## src/rtl/core/dmos_pkg.sv

```systemverilog
// dmos_pkg: shared types and codes for the dual mode ordered id set
// holds payload structs, action and status codes, controller states and datapath ops
// no dependencies
package dmos_pkg;

  localparam int DEPTH_DEFAULT = 64;
  localparam int ID_W = 32;
  localparam int ACT_W = 3;
  localparam int POS_W = 7;

  localparam logic [ACT_W-1:0] ACT_TEST = 3'd0;
  localparam logic [ACT_W-1:0] ACT_APPEND = 3'd1;
  localparam logic [ACT_W-1:0] ACT_REMOVE = 3'd2;
  localparam logic [ACT_W-1:0] ACT_CLEAR = 3'd3;
  localparam logic [ACT_W-1:0] ACT_SORT_ASC = 3'd4;
  localparam logic [ACT_W-1:0] ACT_SORT_DESC = 3'd5;

  localparam logic [1:0] ST_DONE = 2'd0;
  localparam logic [1:0] ST_PRESENT = 2'd1;
  localparam logic [1:0] ST_ABSENT = 2'd2;
  localparam logic [1:0] ST_FULL = 2'd3;

  typedef struct packed {
    logic [ACT_W-1:0] action;
    logic [ID_W-1:0]  game_id;
  } in_t;

  typedef struct packed {
    logic             found;
    logic [1:0]       status;
    logic [POS_W-1:0] position;
    logic [POS_W-1:0] count_after;
    logic             sorted_now;
  } out_t;

  typedef enum logic [4:0] {
    S_IDLE, S_SCAN_RD, S_SCAN_CMP, S_HIT, S_MISS, S_SHR_RD, S_SHR_WR,
    S_SHL_RD, S_SHL_WR, S_PUT, S_SORT_INIT, S_SORT_RDA, S_SORT_RDB,
    S_SORT_CMP, S_SORT_WRA, S_SORT_WRB, S_SORT_NEXT, S_DONE
  } state_t;

  typedef enum logic [4:0] {
    DP_NOP, DP_LOAD, DP_SCAN_RD, DP_SCAN_HIT, DP_SCAN_NEXT, DP_SET_ABSENT,
    DP_SET_PRESENT, DP_SET_FULL, DP_SHR_INIT, DP_SHR_RD, DP_SHR_WR, DP_SHL_RD,
    DP_SHL_WR, DP_PUT, DP_REMOVE_END, DP_SORT_INIT, DP_SORT_RDA, DP_SORT_RDB,
    DP_SORT_CMP, DP_SORT_WRA, DP_SORT_WRB, DP_SORT_NEXT, DP_SORT_PASS,
    DP_SORT_DONE
  } dp_op_t;

  typedef struct packed {
    logic [ACT_W-1:0] act;
    logic             sorted;
    logic             hit;
    logic             beyond;
    logic             scan_end;
    logic             shr_end;
    logic             shl_end;
    logic             pair_end;
    logic             pass_last;
    logic             swap;
    logic             full;
    logic             few;
  } dp_status_t;

endpackage

```

## src/rtl/core/dual_mode_ordered_id_set.sv

```systemverilog
// dual_mode_ordered_id_set: top level, a bounded set of 32-bit ids in sorted or unsorted mode
// depends on dmos_pkg, dmos_ctrl, dmos_datapath (which holds dmos_ram)
//
// usage: drive in_item with an action and an id and raise start; the beat is
// taken at a clock edge where start is high and busy is low. busy stays high
// until the result has been shown. exactly one result per beat appears on
// out_item for one cycle, marked by out_valid; it cannot be held off.
// the ids live in a ram with one write port and one registered read port, so
// every step is a ram access: lookups scan from the front one entry at a
// time (sorted mode stops at the first larger id), inserts and removals shift
// the moved entries one at a time, and sorts run bubble passes over adjacent
// pairs. clear and unused codes go straight to the result. an append or
// remove shifts from the index where the scan stopped.
// reset empties the set and selects unsorted mode; the ram needs no clearing
// pass since only entries below the count are ever read.
module dual_mode_ordered_id_set #(
  parameter int DEPTH = dmos_pkg::DEPTH_DEFAULT
) (
  input  logic           clk,
  input  logic           rst_n,
  input  logic           start,
  output logic           busy,
  input  dmos_pkg::in_t  in_item,
  output logic           out_valid,
  output dmos_pkg::out_t out_item
);

  dmos_pkg::dp_op_t     op;
  dmos_pkg::dp_status_t status;

  dmos_ctrl u_ctrl (
    .clk       (clk),
    .rst_n     (rst_n),
    .start     (start),
    .action    (in_item.action),
    .status    (status),
    .op        (op),
    .busy      (busy),
    .out_valid (out_valid)
  );

  dmos_datapath #(.DEPTH(DEPTH)) u_dp (
    .clk      (clk),
    .rst_n    (rst_n),
    .in_item  (in_item),
    .op       (op),
    .status   (status),
    .out_item (out_item)
  );

endmodule

```

## src/rtl/core/dmos_ram.sv

```systemverilog
// dmos_ram: generic single write port, single read port ram with registered read
// no dependencies
module dmos_ram #(
  parameter int WIDTH = 32,
  parameter int DEPTH = 64
) (
  input  logic                     clk,
  input  logic                     we,
  input  logic [$clog2(DEPTH)-1:0] waddr,
  input  logic [WIDTH-1:0]         wdata,
  input  logic [$clog2(DEPTH)-1:0] raddr,
  output logic [WIDTH-1:0]         rdata
);

  logic [WIDTH-1:0] mem [DEPTH];
  logic [WIDTH-1:0] rdata_r;

  always_ff @(posedge clk) begin
    if (we) begin
      mem[waddr] <= wdata;
    end
    rdata_r <= mem[raddr];
  end

  assign rdata = rdata_r;

endmodule

```

## src/rtl/core/dmos_ctrl.sv

```systemverilog
// dmos_ctrl: sequencer for scan, shift, insert and bubble sort passes
// depends on dmos_pkg for states, datapath ops and status struct
module dmos_ctrl (
  input  logic                         clk,
  input  logic                         rst_n,
  input  logic                         start,
  input  logic [dmos_pkg::ACT_W-1:0]   action,
  input  dmos_pkg::dp_status_t         status,
  output dmos_pkg::dp_op_t             op,
  output logic                         busy,
  output logic                         out_valid
);

  dmos_pkg::state_t state_r, state_nxt;

  always_ff @(posedge clk) begin
    if (!rst_n) begin
      state_r <= dmos_pkg::S_IDLE;
    end else begin
      state_r <= state_nxt;
    end
  end

  always_comb begin
    state_nxt = state_r;
    op = dmos_pkg::DP_NOP;
    unique case (state_r)
      dmos_pkg::S_IDLE: begin
        if (start) begin
          op = dmos_pkg::DP_LOAD;
          case (action) inside
            dmos_pkg::ACT_TEST, dmos_pkg::ACT_APPEND, dmos_pkg::ACT_REMOVE:
              state_nxt = dmos_pkg::S_SCAN_RD;
            dmos_pkg::ACT_SORT_ASC, dmos_pkg::ACT_SORT_DESC:
              state_nxt = dmos_pkg::S_SORT_INIT;
            default: state_nxt = dmos_pkg::S_DONE;
          endcase
        end
      end
      dmos_pkg::S_SCAN_RD: begin
        if (status.scan_end) begin
          state_nxt = dmos_pkg::S_MISS;
        end else begin
          op = dmos_pkg::DP_SCAN_RD;
          state_nxt = dmos_pkg::S_SCAN_CMP;
        end
      end
      dmos_pkg::S_SCAN_CMP: begin
        if (status.hit) begin
          op = dmos_pkg::DP_SCAN_HIT;
          state_nxt = dmos_pkg::S_HIT;
        end else if (status.beyond) begin
          // sorted mode: index is the insertion point
          state_nxt = dmos_pkg::S_MISS;
        end else begin
          op = dmos_pkg::DP_SCAN_NEXT;
          state_nxt = dmos_pkg::S_SCAN_RD;
        end
      end
      dmos_pkg::S_HIT: begin
        case (status.act)
          dmos_pkg::ACT_APPEND: begin
            op = dmos_pkg::DP_SET_PRESENT;
            state_nxt = status.sorted ? dmos_pkg::S_DONE : dmos_pkg::S_SHL_RD;
          end
          dmos_pkg::ACT_REMOVE: state_nxt = dmos_pkg::S_SHL_RD;
          default: state_nxt = dmos_pkg::S_DONE;
        endcase
      end
      dmos_pkg::S_MISS: begin
        if (status.act == dmos_pkg::ACT_APPEND) begin
          if (status.full) begin
            op = dmos_pkg::DP_SET_FULL;
            state_nxt = dmos_pkg::S_DONE;
          end else begin
            op = dmos_pkg::DP_SHR_INIT;
            state_nxt = dmos_pkg::S_SHR_RD;
          end
        end else begin
          op = dmos_pkg::DP_SET_ABSENT;
          state_nxt = dmos_pkg::S_DONE;
        end
      end
      dmos_pkg::S_SHR_RD: begin
        if (status.shr_end) begin
          state_nxt = dmos_pkg::S_PUT;
        end else begin
          op = dmos_pkg::DP_SHR_RD;
          state_nxt = dmos_pkg::S_SHR_WR;
        end
      end
      dmos_pkg::S_SHR_WR: begin
        op = dmos_pkg::DP_SHR_WR;
        state_nxt = dmos_pkg::S_SHR_RD;
      end
      dmos_pkg::S_SHL_RD: begin
        if (status.shl_end) begin
          if (status.act == dmos_pkg::ACT_APPEND) begin
            state_nxt = dmos_pkg::S_PUT;
          end else begin
            op = dmos_pkg::DP_REMOVE_END;
            state_nxt = dmos_pkg::S_DONE;
          end
        end else begin
          op = dmos_pkg::DP_SHL_RD;
          state_nxt = dmos_pkg::S_SHL_WR;
        end
      end
      dmos_pkg::S_SHL_WR: begin
        op = dmos_pkg::DP_SHL_WR;
        state_nxt = dmos_pkg::S_SHL_RD;
      end
      dmos_pkg::S_PUT: begin
        op = dmos_pkg::DP_PUT;
        state_nxt = dmos_pkg::S_DONE;
      end
      dmos_pkg::S_SORT_INIT: begin
        if (status.few) begin
          op = dmos_pkg::DP_SORT_DONE;
          state_nxt = dmos_pkg::S_DONE;
        end else begin
          op = dmos_pkg::DP_SORT_INIT;
          state_nxt = dmos_pkg::S_SORT_RDA;
        end
      end
      dmos_pkg::S_SORT_RDA: begin
        op = dmos_pkg::DP_SORT_RDA;
        state_nxt = dmos_pkg::S_SORT_RDB;
      end
      dmos_pkg::S_SORT_RDB: begin
        op = dmos_pkg::DP_SORT_RDB;
        state_nxt = dmos_pkg::S_SORT_CMP;
      end
      dmos_pkg::S_SORT_CMP: begin
        op = dmos_pkg::DP_SORT_CMP;
        state_nxt = status.swap ? dmos_pkg::S_SORT_WRA : dmos_pkg::S_SORT_NEXT;
      end
      dmos_pkg::S_SORT_WRA: begin
        op = dmos_pkg::DP_SORT_WRA;
        state_nxt = dmos_pkg::S_SORT_WRB;
      end
      dmos_pkg::S_SORT_WRB: begin
        op = dmos_pkg::DP_SORT_WRB;
        state_nxt = dmos_pkg::S_SORT_NEXT;
      end
      dmos_pkg::S_SORT_NEXT: begin
        if (status.pair_end) begin
          if (status.pass_last) begin
            op = dmos_pkg::DP_SORT_DONE;
            state_nxt = dmos_pkg::S_DONE;
          end else begin
            op = dmos_pkg::DP_SORT_PASS;
            state_nxt = dmos_pkg::S_SORT_RDA;
          end
        end else begin
          op = dmos_pkg::DP_SORT_NEXT;
          state_nxt = dmos_pkg::S_SORT_RDA;
        end
      end
      dmos_pkg::S_DONE: state_nxt = dmos_pkg::S_IDLE;
      default: state_nxt = dmos_pkg::S_IDLE;
    endcase
  end

  assign busy = (state_r != dmos_pkg::S_IDLE);
  assign out_valid = (state_r == dmos_pkg::S_DONE);

endmodule

```

## src/rtl/core/dmos_datapath.sv

```systemverilog
// dmos_datapath: id store, count, mode flag, scan index and result registers
// depends on dmos_pkg and dmos_ram
module dmos_datapath #(
  parameter int DEPTH = dmos_pkg::DEPTH_DEFAULT
) (
  input  logic                 clk,
  input  logic                 rst_n,
  input  dmos_pkg::in_t        in_item,
  input  dmos_pkg::dp_op_t     op,
  output dmos_pkg::dp_status_t status,
  output dmos_pkg::out_t       out_item
);

  localparam int CW = $clog2(DEPTH + 1);
  localparam int AW = $clog2(DEPTH);
  localparam int IW = dmos_pkg::ID_W;
  localparam int PW = dmos_pkg::POS_W;

  logic [CW-1:0] count_r, count_nxt;
  logic          sorted_r, sorted_nxt;
  logic [CW-1:0] idx_r, idx_nxt;
  logic [CW-1:0] pos_r, pos_nxt;
  logic [CW-1:0] pass_r, pass_nxt;
  logic          found_r, found_nxt;
  logic [1:0]    status_r, status_nxt;
  logic [dmos_pkg::ACT_W-1:0] act_r, act_nxt;
  logic [IW-1:0] key_r, key_nxt;
  logic [IW-1:0] a_r, a_nxt;
  logic [IW-1:0] b_r, b_nxt;

  logic          we;
  logic [AW-1:0] waddr;
  logic [AW-1:0] raddr;
  logic [IW-1:0] wdata;
  logic [IW-1:0] rdata;

  logic [CW:0]   idx_p1;
  logic [CW:0]   idx_p2;
  logic [CW-1:0] idx_m1;

  assign idx_p1 = {1'b0, idx_r} + (CW+1)'(1);
  assign idx_p2 = {1'b0, idx_r} + (CW+1)'(2);
  assign idx_m1 = idx_r - CW'(1);

  dmos_ram #(.WIDTH(IW), .DEPTH(DEPTH)) u_store (
    .clk   (clk),
    .we    (we),
    .waddr (waddr),
    .wdata (wdata),
    .raddr (raddr),
    .rdata (rdata)
  );

  always_comb begin
    count_nxt = count_r;
    sorted_nxt = sorted_r;
    idx_nxt = idx_r;
    pos_nxt = pos_r;
    pass_nxt = pass_r;
    found_nxt = found_r;
    status_nxt = status_r;
    act_nxt = act_r;
    key_nxt = key_r;
    a_nxt = a_r;
    b_nxt = b_r;
    we = 1'b0;
    waddr = AW'(idx_r);
    wdata = rdata;
    raddr = AW'(idx_r);
    unique case (op)
      dmos_pkg::DP_LOAD: begin
        act_nxt = in_item.action;
        key_nxt = in_item.game_id;
        idx_nxt = '0;
        pos_nxt = '0;
        found_nxt = 1'b0;
        status_nxt = dmos_pkg::ST_DONE;
        if (in_item.action == dmos_pkg::ACT_CLEAR) begin
          count_nxt = '0;
        end
      end
      dmos_pkg::DP_SCAN_RD: raddr = AW'(idx_r);
      dmos_pkg::DP_SCAN_HIT: begin
        found_nxt = 1'b1;
        pos_nxt = idx_r;
      end
      dmos_pkg::DP_SCAN_NEXT: idx_nxt = idx_p1[CW-1:0];
      dmos_pkg::DP_SET_ABSENT: status_nxt = dmos_pkg::ST_ABSENT;
      dmos_pkg::DP_SET_PRESENT: status_nxt = dmos_pkg::ST_PRESENT;
      dmos_pkg::DP_SET_FULL: status_nxt = dmos_pkg::ST_FULL;
      dmos_pkg::DP_SHR_INIT: begin
        pos_nxt = idx_r;
        idx_nxt = count_r;
      end
      dmos_pkg::DP_SHR_RD: raddr = AW'(idx_m1);
      dmos_pkg::DP_SHR_WR: begin
        we = 1'b1;
        idx_nxt = idx_m1;
      end
      dmos_pkg::DP_SHL_RD: raddr = AW'(idx_p1);
      dmos_pkg::DP_SHL_WR: begin
        we = 1'b1;
        idx_nxt = idx_p1[CW-1:0];
      end
      dmos_pkg::DP_PUT: begin
        we = 1'b1;
        wdata = key_r;
        // new id grows the set, a moved id keeps the count
        if (!found_r) begin
          count_nxt = count_r + CW'(1);
        end
      end
      dmos_pkg::DP_REMOVE_END: count_nxt = count_r - CW'(1);
      dmos_pkg::DP_SORT_INIT: begin
        idx_nxt = '0;
        pass_nxt = count_r - CW'(1);
      end
      dmos_pkg::DP_SORT_RDA: raddr = AW'(idx_r);
      dmos_pkg::DP_SORT_RDB: begin
        raddr = AW'(idx_p1);
        a_nxt = rdata;
      end
      dmos_pkg::DP_SORT_CMP: b_nxt = rdata;
      dmos_pkg::DP_SORT_WRA: begin
        we = 1'b1;
        wdata = b_r;
      end
      dmos_pkg::DP_SORT_WRB: begin
        we = 1'b1;
        waddr = AW'(idx_p1);
        wdata = a_r;
      end
      dmos_pkg::DP_SORT_NEXT: idx_nxt = idx_p1[CW-1:0];
      dmos_pkg::DP_SORT_PASS: begin
        idx_nxt = '0;
        pass_nxt = pass_r - CW'(1);
      end
      dmos_pkg::DP_SORT_DONE: sorted_nxt = (act_r == dmos_pkg::ACT_SORT_ASC);
      default: ;
    endcase
  end

  always_ff @(posedge clk) begin
    if (!rst_n) begin
      count_r <= '0;
      sorted_r <= 1'b0;
    end else begin
      count_r <= count_nxt;
      sorted_r <= sorted_nxt;
    end
    idx_r <= idx_nxt;
    pos_r <= pos_nxt;
    pass_r <= pass_nxt;
    found_r <= found_nxt;
    status_r <= status_nxt;
    act_r <= act_nxt;
    key_r <= key_nxt;
    a_r <= a_nxt;
    b_r <= b_nxt;
  end

  always_comb begin
    status.act = act_r;
    status.sorted = sorted_r;
    status.hit = (rdata == key_r);
    status.beyond = sorted_r && (rdata > key_r);
    status.scan_end = (idx_r == count_r);
    status.shr_end = (idx_r == pos_r);
    status.shl_end = (idx_p1 >= {1'b0, count_r});
    status.pair_end = (idx_p2 >= {1'b0, count_r});
    status.pass_last = (pass_r == CW'(1));
    status.swap = (act_r == dmos_pkg::ACT_SORT_ASC) ? (a_r > rdata) : (a_r < rdata);
    status.full = (count_r >= CW'(DEPTH));
    status.few = (count_r < CW'(2));
  end

  assign out_item.found = found_r;
  assign out_item.status = status_r;
  assign out_item.position = PW'(pos_r);
  assign out_item.count_after = PW'(count_r);
  assign out_item.sorted_now = sorted_r;

  a_count_bound: assert property (@(posedge clk) disable iff (!rst_n)
    count_r <= CW'(DEPTH))
    else $error("stored count above depth");

  a_put_room: assert property (@(posedge clk) disable iff (!rst_n)
    (op == dmos_pkg::DP_PUT && !found_r) |-> (count_r < CW'(DEPTH)))
    else $error("insert into a full store");

  a_hit_match: assert property (@(posedge clk) disable iff (!rst_n)
    (op == dmos_pkg::DP_SCAN_HIT) |=> (found_r && pos_r == $past(idx_r)))
    else $error("hit not recorded at scan index");

endmodule
```

## config.mk

```make
export PLATFORM = sky130hd
export DESIGN_NAME = dual_mode_ordered_id_set
export DESIGN_NICKNAME = d
export VERILOG_FILES = /design/src/rtl/core/dmos_pkg.sv /design/src/rtl/core/dual_mode_ordered_id_set.sv /design/src/rtl/core/dmos_ram.sv /design/src/rtl/core/dmos_ctrl.sv /design/src/rtl/core/dmos_datapath.sv
export SDC_FILE = /design/constraint.sdc
export NUM_CORES = 2
export LEC_CHECK = 0
export ABC_CLOCK_PERIOD_IN_PS = 5800
export BUFFER_PORTS_ARGS = -buffer_cell sky130_fd_sc_hd__buf_2
export CAP_MARGIN = 20
export CORE_MARGIN = 3
export CORE_UTILIZATION = 36
export CTS_BUF_LIST = sky130_fd_sc_hd__clkbuf_4 sky130_fd_sc_hd__clkbuf_8
export CTS_CLUSTER_SIZE = 25
export DETAILED_ROUTE_END_ITERATION = 8
export HOLD_SLACK_MARGIN = 0.05
export SETUP_SLACK_MARGIN = 0.4
export SLEW_MARGIN = 40
export SYNTH_ARGS = -nofsm -noshare
export SYNTH_HDL_FRONTEND = slang
export SYNTH_SLANG_ARGS = --single-unit
```

## constraint.sdc

```tcl
create_clock -name clk -period 5.8 [get_ports clk]
set_input_delay 1.16 -clock clk [delete_from_list [all_inputs] [get_ports clk]]
set_output_delay 1.16 -clock clk [all_outputs]
set_load 0.05 [all_outputs]
```

==> impl_metrics.sql <==
INSERT INTO impl_metrics (metric_group, metric, value, unit) VALUES
('run_status', 'outcome', 'finished clean', ''),
('layout', 'layout-drive-gt1-share', '0.297', ''),
('yosys', 'synth.mux.area_fraction', '0.130', ''),
('clock_tree', 'tritoncts', 'done', ''),
('setup_path', 'start_kind', 'flop', ''),
('sta', 'timing.final.crit_share', '0.895', ''),
('sta', 'skew', '94.2', 'ps'),
('yosys', 'synthCells', '4546', ''),
('yosys', 'part_of_the_yosys_area_used_for_sequential_elements', '0.747', ''),
('yosys', 'synth_fa_ha_area_frac', '0.0123', ''),
('yosys', 'synthArstFlopShare', '0', ''),
('setup_path', 'critical_path_peak_fanout', '34', ''),
('global_routing', 'globalRoute.totalOverflow', '0', ''),
('floorplanning', 'core_area', '244000', 'um2'),
('sta', 'final-max-slew-violation-count', '0', ''),
('power', 'cellPowerDensity', '527', 'nW/um2'),
('placement', 'dp_hpwl', '144000', 'um'),
('clock_tree', 'clk_latency', '1060', 'ps'),
('yosys', 'avg_inst_size_synth', '19.5', 'um2'),
('floorplanning', 'die-height', '502', 'um'),
('clock_tree', 'cts.clk_slew.worst_paths', '60', 'ps'),
('setup_path', 'endpoint_type_of_the_worst_setup_path', 'flop', ''),
('global_routing', 'global_route_wire_length_before_repair', '350000', 'um'),
('sta', 'max_slew.worst_pin.slew', '918', 'ps'),
('placement', 'gpl.final_weighted_congestion', '0.860', ''),
('sta', 'hold_viol_final', '0', ''),
('floorplanning', 'starting_density', '0.363', ''),
('clock_tree', 'htree_levels', '5', ''),
('job', 'drv.max_cap_violation_count', '0', ''),
('power', 'total_leakage_power', '32.8', 'nW'),
('detailed_routing', 'via_per_inst', '5.68', ''),
('yosys', 'share_of_the_synthesized_area_in_compound_gates_ao_oa_aoi_oai', '0.0553', ''),
('detailed_routing', 'routed-via-count', '48233', ''),
('global_routing', 'grtUsageTotal', '0.190', ''),
('sta', 'setup_total_negative_slack', '0', 'ps'),
('placement', 'placement.io_buffers', '57', ''),
('global_routing', 'antenna_found_initial', '7', ''),
('yosys', 'ys_dominant_reg_cell', 'edfxtp_1', ''),
('yosys', 'synth_area_in_xor_xnor', '0.00484', ''),
('global_routing', 'maximum_number_of_pins_on_one_net_before_global_route_repair', '74', ''),
('clock_tree', 'cts-root-buf', 'clkbuf_8', ''),
('min_path', 'worst_hold_path_class', 'primary input to flop', ''),
('yosys', 'largest_family_of_logic_cells_by_synthesized_area', 'multiplexers', ''),
('detailed_routing', 'drt_iter0_drc', '6361', ''),
('yosys', 'synthesis.nets', '4671', ''),
('setup_path', 'timing.critical_path.required', '6740', 'ps'),
('layout', 'mostFrequentLayoutCells', '2171 x edfxtp_1, 483 x mux4_2, 386 x clkbuf_8', ''),
('layout', 'area_delta_synth_final', '16.0', '%'),
('yosys', 'yosys_warnings', '0', ''),
('layout', 'number_of_nets_in_the_layout', '5140', ''),
('layout', 'post-route-cell-area', '103000', 'um2'),
('yosys', 'synthSimpleGateAreaFrac', '0.0318', ''),
('layout', 'layout.cells.most_common', 'edfxtp_1', ''),
('sta', 'highest_attainable_clock_frequency', '0.193', 'GHz'),
('floorplanning', 'design.die.area', '252000', 'um2'),
('yosys', 'yosys.cell_types.count', '87', ''),
('clock_tree', 'max-clock-path-buffers', '4', ''),
('sta', 'setup_repair_after_global_routing_missed_its_margin', 'true', ''),
('global_routing', 'first_global_vias', '48727', ''),
('setup_path', 'critPathArrivalTime', '6130', 'ps'),
('floorplanning', 'fp-row-count', '181', ''),
('detailed_routing', 'wl', '243000', 'um'),
('yosys', 'synth_edf_count', '2171', ''),
('detailed_routing', 'routed_wire_length_per_instance', '28.6', 'um'),
('clock_tree', 'cts_sinks', '2216', ''),
('power', 'power.ir.vdd_worst', '531', 'uV'),
('layout', 'num-fill-cells', '21144', ''),
('detailed_routing', 'drt-pass1-iter-count', '7', ''),
('yosys', 'synth.cell_area', '88500', 'um2'),
('sta', 'final_period_minus_worst_setup_slack', '5190', 'ps'),
('placement', 'instance_area_at_placement', '95200', 'um2'),
('yosys', 'synth.ff_latch_count', '2216', ''),
('detailed_routing', 'ant_nets', '0', ''),
('sta', 'slew_headroom', '0.388', ''),
('layout', 'post_layout_utilization_of_the_core', '0.421', ''),
('detailed_routing', 'drc_violation_count_after_routing', '0', ''),
('sta', 'timing.final.setup_violations', '0', ''),
('setup_path', 'crit_type', 'flop to flop', ''),
('floorplanning', 'num_io_pins', '58', ''),
('clock_tree', 'cts_buffers', '370', ''),
('floorplanning', 'fp.dieW', '502', 'um'),
('clock_tree', 'cts_stage_hold_buffer_count', '0', '');
[critical path, cell delays in order (launching register included)]
cell and delay, ps:
edfxtp_1 510, buf_4 230, inv_1 310, ha_1 320, ha_1 280, nand2_1 50, o21ai_1 350, a2111oi_4 170
buf_4 180, nor4_2 430, a211o_4 350, buf_12 280, buf_12 260, mux4_2 320, a22oi_1 220, and3_1 500
a31oi_1 60, and3_1 220
[logic make-up after synthesis]
kind of cell | count (synthesis)
simple gates | 594
flops | 2216
compound gates | 712
mux | 541
xor+xnor | 48
buf+inv | 348
fa+ha+maj | 87
[Yosys cell counts (32+ instances only)]
library cell,instances,area [um2]
mux4_2,483,10900
mux2i_1,42,420
edfxtp_1,2171,65200
nor2_1,174,653
clkbuf_1,123,462
buf_2,67,335
ha_1,87,1090
nand3_1,67,335
o21ai_1,47,235
nand4_1,45,282
o21ai_0,68,340
inv_1,84,315
a21oi_1,173,866
a222oi_1,32,320
buf_4,41,308
dfxtp_1,45,901
a22oi_1,193,1450
nand2_1,165,619
[layer usage]
metal | global-route usage | share of wire
met4 | 0.0684 | 0.034
met5 | 0 | 0
met1 | 0.267 | 0.41
met3 | 0.0308 | 0.079
met2 | 0.301 | 0.47
[timing repair]
action                     4_1_cts  5_1_grt
setup buffers                    4        1
setup endpoints to repair       15       39
resized for setup               10        9
cloned                           2        1
pin swaps                        3        1
[flip-flops by register name (all words and copies together) (netlist names)]
register / count
u_dp.u_store.mem: 2048
u_dp.a_r: 32
u_dp.b_r: 32
u_dp.key_r: 32
u_dp.u_store.rdata: 32
u_dp.count_r: 7
u_dp.idx_r: 7
u_dp.pass_r: 7
u_dp.pos_r: 7
u_ctrl.state_r: 5
u_dp.act_r: 3
u_dp.status_r: 2
u_dp.found_r: 1
u_dp.sorted_r: 1
[per-stage QoR]
step | worst slack (ps) | hold slack, ps | std cells | power (W)
6_report | 610 | 295 | 8496 | 0.0541
5_1_grt | 386 | 239 | 8494 | 0.0563
4_1_cts | 395 | 197 | 8482 | 0.0543
3_5_place_dp | 70.5 | 541 | 7833 | 0.0408
3_3_place_gp | 117 | 541 | 7816 | 0.0405
2_1_floorplan | 804 | 454 | 4546 | 0.0334
[power by group]
group | internal [W] | switching [W]
sequential | 0.0203 | 0.000620
combinational | 0.00761 | 0.0122
clock | 0.00721 | 0.00612
[worst paths after layout]
path | startpoint | endpoint | slack [ps] | cells past startpoint
setup / recovery | u_dp.idx_r[0] | u_dp.u_store.rdata[16] | 610 | 17
hold / removal | in_item[15] | u_dp.key_r[15] | 290 | 1
setup reg to reg | u_dp.idx_r[0] | u_dp.u_store.rdata[16] | 610 | 17
hold reg to reg | u_dp.u_store.rdata[9] | u_dp.a_r[9] | 550 | 0
[area by class of cell]
type,instances,area (um2),share of cell area
flip-flops and latches,2216,66100,0.644
multi-input cells,1982,21800,0.212
diodes,8,20.0,0.000195
clock buffers,513,6270,0.0611
inverters,86,323,0.00315
well taps,3202,4010,0.0390
clock inverters,130,738,0.00719
repair buffers,359,3380,0.0329
Power figures use the tool's default switching activity.
